File: config.mk
export PLATFORM = sky130hd
export DESIGN_NAME = kcp_ctrl
export DESIGN_NICKNAME = d
export VERILOG_FILES = /design/src/rtl/kcp_pkg.sv /design/src/rtl/kcp_ctrl.sv
export SDC_FILE = /design/constraint.sdc
export NUM_CORES = 1
export LEC_CHECK = 0
export BUFFER_PORTS_ARGS = -buffer_cell sky130_fd_sc_hd__buf_2
export CORE_AREA = 2 2 39 41
export DETAILED_ROUTE_END_ITERATION = 10
export DIE_AREA = 0 0 41 43
export GPL_ROUTABILITY_DRIVEN = 0
export PLACE_DENSITY = 0.45
export SLEW_MARGIN = 0
export SYNTH_ARGS = -nofsm -noshare
export SYNTH_HDL_FRONTEND = slang
export SYNTH_SLANG_ARGS = --single-unit
File: constraint.sdc
create_clock -name clk_i -period 1.3 [get_ports clk_i]
set_input_delay 0.13 -clock clk_i [delete_from_list [all_inputs] [get_ports clk_i]]
set_output_delay 0.13 -clock clk_i [all_outputs]
set_load 0.1 [all_outputs]
File: src/rtl/kcp_pkg.sv
// Package for the kernel convolution propagation block: widths, register
// indexes and the command/status structs between controller and datapath.
// No dependencies.
`timescale 1ns / 1ps

package kcp_pkg;

  localparam int MAX_TAPS  = 256;
  localparam int TAP_W     = $clog2(MAX_TAPS);
  localparam int CNT_W     = $clog2(MAX_TAPS + 1);

  localparam int ACTIVE_W  = 9;
  localparam int TS_W      = 16;
  localparam int TS_BIT_W  = $clog2(TS_W);
  localparam int IDX_W     = 8;
  localparam int COEF_W    = 24;
  localparam int SAMPLE_W  = 32;
  localparam int OUT_W     = 32;
  localparam int CFG_W     = 16;
  localparam int CFG_IDX_W = 1;

  localparam int FRAC_DROP = 23;
  localparam int PROD_W    = COEF_W + 1 + SAMPLE_W;
  localparam int ACC_W     = PROD_W + TAP_W;
  localparam int SCL_W     = ACC_W + TS_W;

  localparam logic [ACTIVE_W-1:0] ACTIVE_RESET = ACTIVE_W'(256);
  localparam logic [TS_W-1:0]     TS_RESET     = TS_W'(60);

  localparam logic [OUT_W-1:0] OUT_MAX = {1'b0, {(OUT_W-1){1'b1}}};
  localparam logic [OUT_W-1:0] OUT_MIN = {1'b1, {(OUT_W-1){1'b0}}};

  // Configuration register indexes.
  localparam logic [CFG_IDX_W-1:0] REG_ACTIVE_TAPS = 1'b0;
  localparam logic [CFG_IDX_W-1:0] REG_TIME_STEP   = 1'b1;

  // Request codes.
  localparam logic REQ_LOAD   = 1'b0;
  localparam logic REQ_SAMPLE = 1'b1;

  typedef struct packed {
    logic load_kernel;
    logic store_sample;
    logic issue;
    logic scale_init;
    logic scale_step;
    logic out_load;
  } kcp_cmd_t;

  typedef struct packed {
    logic n_zero;
    logic last_issue;
    logic pipe_busy;
    logic scale_last;
  } kcp_stat_t;

endpackage

File: src/rtl/kcp_ctrl.sv
// Controller of the kernel convolution block: sequences the tap loop, the
// time-step scaling and the output word. Depends on kcp_pkg.
`timescale 1ns / 1ps

module kcp_ctrl (
  input  logic              clk_i,
  input  logic              rst_ni,
  input  logic              in_valid_i,
  output logic              in_ready_o,
  input  logic              req_type_i,
  output logic              out_valid_o,
  input  logic              out_ready_i,
  input  kcp_pkg::kcp_stat_t stat_i,
  output kcp_pkg::kcp_cmd_t  cmd_o
);

  localparam logic [2:0] ST_IDLE  = 3'd0;
  localparam logic [2:0] ST_MAC   = 3'd1;
  localparam logic [2:0] ST_DRAIN = 3'd2;
  localparam logic [2:0] ST_SCALE = 3'd3;
  localparam logic [2:0] ST_DONE  = 3'd4;

  logic [2:0] state_q, state_d;
  logic       out_valid_q, out_valid_d;
  logic       accept;
  logic       out_free;

  assign in_ready_o  = (state_q == ST_IDLE);
  assign accept      = in_valid_i && in_ready_o;
  assign out_free    = !out_valid_q || out_ready_i;
  assign out_valid_o = out_valid_q;

  always_comb begin
    state_d = state_q;
    cmd_o   = '0;
    case (state_q)
      ST_IDLE: begin
        if (accept) begin
          if (req_type_i == kcp_pkg::REQ_SAMPLE) begin
            cmd_o.store_sample = 1'b1;
            state_d            = ST_MAC;
          end else begin
            cmd_o.load_kernel = 1'b1;
          end
        end
      end
      ST_MAC: begin
        cmd_o.issue = !stat_i.n_zero;
        if (stat_i.n_zero || stat_i.last_issue) begin
          state_d = ST_DRAIN;
        end
      end
      ST_DRAIN: begin
        // Wait until the last product has reached the accumulator.
        if (!stat_i.pipe_busy) begin
          cmd_o.scale_init = 1'b1;
          state_d          = ST_SCALE;
        end
      end
      ST_SCALE: begin
        cmd_o.scale_step = 1'b1;
        if (stat_i.scale_last) begin
          state_d = ST_DONE;
        end
      end
      ST_DONE: begin
        if (out_free) begin
          cmd_o.out_load = 1'b1;
          state_d        = ST_IDLE;
        end
      end
      default: begin
        state_d = ST_IDLE;
      end
    endcase
  end

  always_comb begin
    out_valid_d = out_valid_q;
    if (cmd_o.out_load) begin
      out_valid_d = 1'b1;
    end else if (out_ready_i) begin
      out_valid_d = 1'b0;
    end
  end

  always_ff @(posedge clk_i or negedge rst_ni) begin
    if (!rst_ni) begin
      state_q     <= ST_IDLE;
      out_valid_q <= 1'b0;
    end else begin
      state_q     <= state_d;
      out_valid_q <= out_valid_d;
    end
  end

endmodule

==> results.md <==
- Final hold slack: ~0.20 ns
- Routed via count: 308
- Max cap viols: 0
- Final Skew: about 0.0011 ns
- Commonest cells in the netlist: 5 x nand2_1, 4 x dfrtp_1, 3 x nor2_1
- Crit end category: output port
- CP Data Required Time: roughly 1.2 ns
- Placed inst area: 519.2 sq um
- H-tree Lvls: 1
- Iteration-0 DRC Markers: 4
- Fraction of final layout cells sized beyond drive strength 1: between 70% and 80%
- Number of synthesized flops with an enable pin: 0
- Clock-pin slew on the worst setup and hold paths: around 0.04 ns
- Multi-input gate area: 200.2 sq um
- Inserted Clock Buffers: 3
- Worst slack at placement: 0.02063 ns
- Final nets: 67
- Worst path max stage delay: roughly 0.45 ns
- Final Max Slew Viols: 0
- Failing checks: negative setup slack
- Fin crit period: around 1.4 ns
- CTS Buffer Depth: 2
- Final WS setup: -0.1453 ns
- Finish-stage setup viols: 7
- CTS tree: built
- Sequential cell area: 107.6 sq um
- Startpoint type of the worst setup path: flip-flop
- I/O Buffers: 16
- Worst slew pin tran: 0.4831 ns
- Detailed Place HPWL: 530.3 um
- Asr flop ratio synth: between 90% and 100%
- Final Hold Viols: 0
- Critical Path AT: about 1.3 ns
- Seq cells post-synth: 4
- Post-synth top area share: slightly above 40%
- Per-cell routed wire length: about 10 um
- # diodes: 0
- DRT Pass-1 Iters: 2
- Setup Crit Path Kind: flip-flop to output port
- Register area share after synthesis: between 40 and 50%
- DIE WIDTH: around 41 um
- Worst Hold Class: input port to flip-flop
- Max_slew headroom: between 60% and 70%
- Via density: approximately 4.2
- Top FF cell, synth: dfrtp_1
- Worst path cell trace: nor3_4 > nand2_2 > nor2_4 > buf_12
- GRT overflow: 0
- FP Rows: 14
- Count leader, synth: nand2_1
- Vias in the first global route: between 300 and 400
- Core area: 1384 sq um
- CP max-delay cell: dfrtp_2
- Post-DRT Antenna Nets: 0
- Syn avg cell area: a little over 8 sq um
- Period utilisation layout: 111.2%
- CP Buf/Inv Count: 1
- Pin count of the biggest net entering global routing: 9
- Mapped Area: between 200 and 250 sq um
- CP delay by family, top: simple AND/OR/NAND/NOR gates
- Yosys cell types: 18
- Largest cells by area after synthesis: dfrtp_1 40%, nand2_1 7.6%, and3_1 5.1%
- Die footprint: ~1800 sq um
- DRC violations left: 0
- Initial core utilization: between 15 and 20%
- FMAX: 691.9 MHz
- CTS root buffer: clkbuf_4
- First-pass GRT wire length: between 1000 and 1500 um
- Cell taking the most area after synthesis: dfrtp_1
- IO Pins: 17
- Sink Count: 4
- RSZ-0062 raised after global routing: yes
- Fillers: roughly 140
- Final Cell Area: around 600 sq um
- Cells after Synth: 30
- Tot GR Track Use: approximately 11%
- WL final: roughly 760 um
- Final core utilization: 44.03%
- Outcome: finished with violations
- Skew-Pair Late Insertion Delay: 0.24 ns
- Synthesized Nets: 39
- Die height: about 43 um
- Antenna violations before repair: 0
- Area Overhead vs Synth: 146.0%
- Ys Warns: 0
- Crit Path Max Fanout: 5
[cell usage in the layout, fill, tap and decap left out, drive strengths merged]
| cell | n |
|---|---|
| buf | 23 |
| a211oi | 1 |
| inv | 2 |
| nand2b | 2 |
| nor2 | 3 |
| and3 | 2 |
| a21o | 1 |
| dfrtp | 4 |
| clkbuf | 4 |
| o21ai | 2 |
| o22ai | 1 |
| nor3 | 2 |
| nor4 | 1 |
| nand2 | 5 |
| a21oi | 2 |
| or2 | 1 |
| dlygate4sd3 | 1 |
[what timing repair did]
item | CTS | global route
endpoints found under the hold margin | 4 | 0
pin swaps | 1 | 3
buffers inserted | 3 | 1
gates resized for setup | 6 | 1
setup endpoints to repair | 7 | 7
gates cloned | 0 | 0
hold buffers | 1 | 0
[path summary, 6_finish.rpt]
check,startpoint,endpoint,slack [ns],cells past startpoint
max in group asynchronous,rst_ni,out_valid_o,0.95,2
hold / removal,out_ready_i,out_valid_o,0.20,3
hold reg to reg,state_q[2],state_q[0],0.54,1
setup / recovery,state_q[2],cmd_o[5],-0.15,4
min in group asynchronous,rst_ni,out_valid_o,0.22,2
setup reg to reg,state_q[0],state_q[0],0.11,4
[flip-flops by register name, summed over array words and instances (netlist names)]
name         cells
state_q          3
out_valid_o      1
[cell families (layout without fill, tap and decap cells)]
kind of cell | after synthesis | after routing | share of synthesized area [%]
simple gates | 16 | 16 | 33.33
buf+inv | 3 | 30 | 6.063
compound gates | 7 | 7 | 20.20
flops | 4 | 4 | 40.41
[area by class of cell]
class / instances / area share, %
Multi-Input combinational cell: 23 / 32.85
Timing Repair Buffer: 24 / 40.66
Inverter: 2 / 1.232
Tap cell: 16 / 3.285
Clock buffer: 4 / 4.312
Sequential cell: 4 / 17.66
[metal layers]
layer	vias to the layer above	track usage (%)	part of all wire, %
met2	14	17.50	53
met3	2	5.759	7.4
met1	136	11.07	38
met5	-	0	0
met4	0	8.000	1.6
li1	156	-	-
[tightest hold or removal path, delay by kind of cell]
family	cells	cell delay [ns]
buf+inv	1	0.07
simple gates	2	0.19
[through the flow]
step | TNS, ns | instances
detailed placement | 0 | 64
floorplan | -2.912 | 30
global route | -1.095 | 73
global placement | 0 | 64
finish | -0.7057 | 73
CTS | -0.8731 | 72
Power is not shown: default switching activity piles up to over one toggle a cycle in this logic, so the estimate is an artifact.
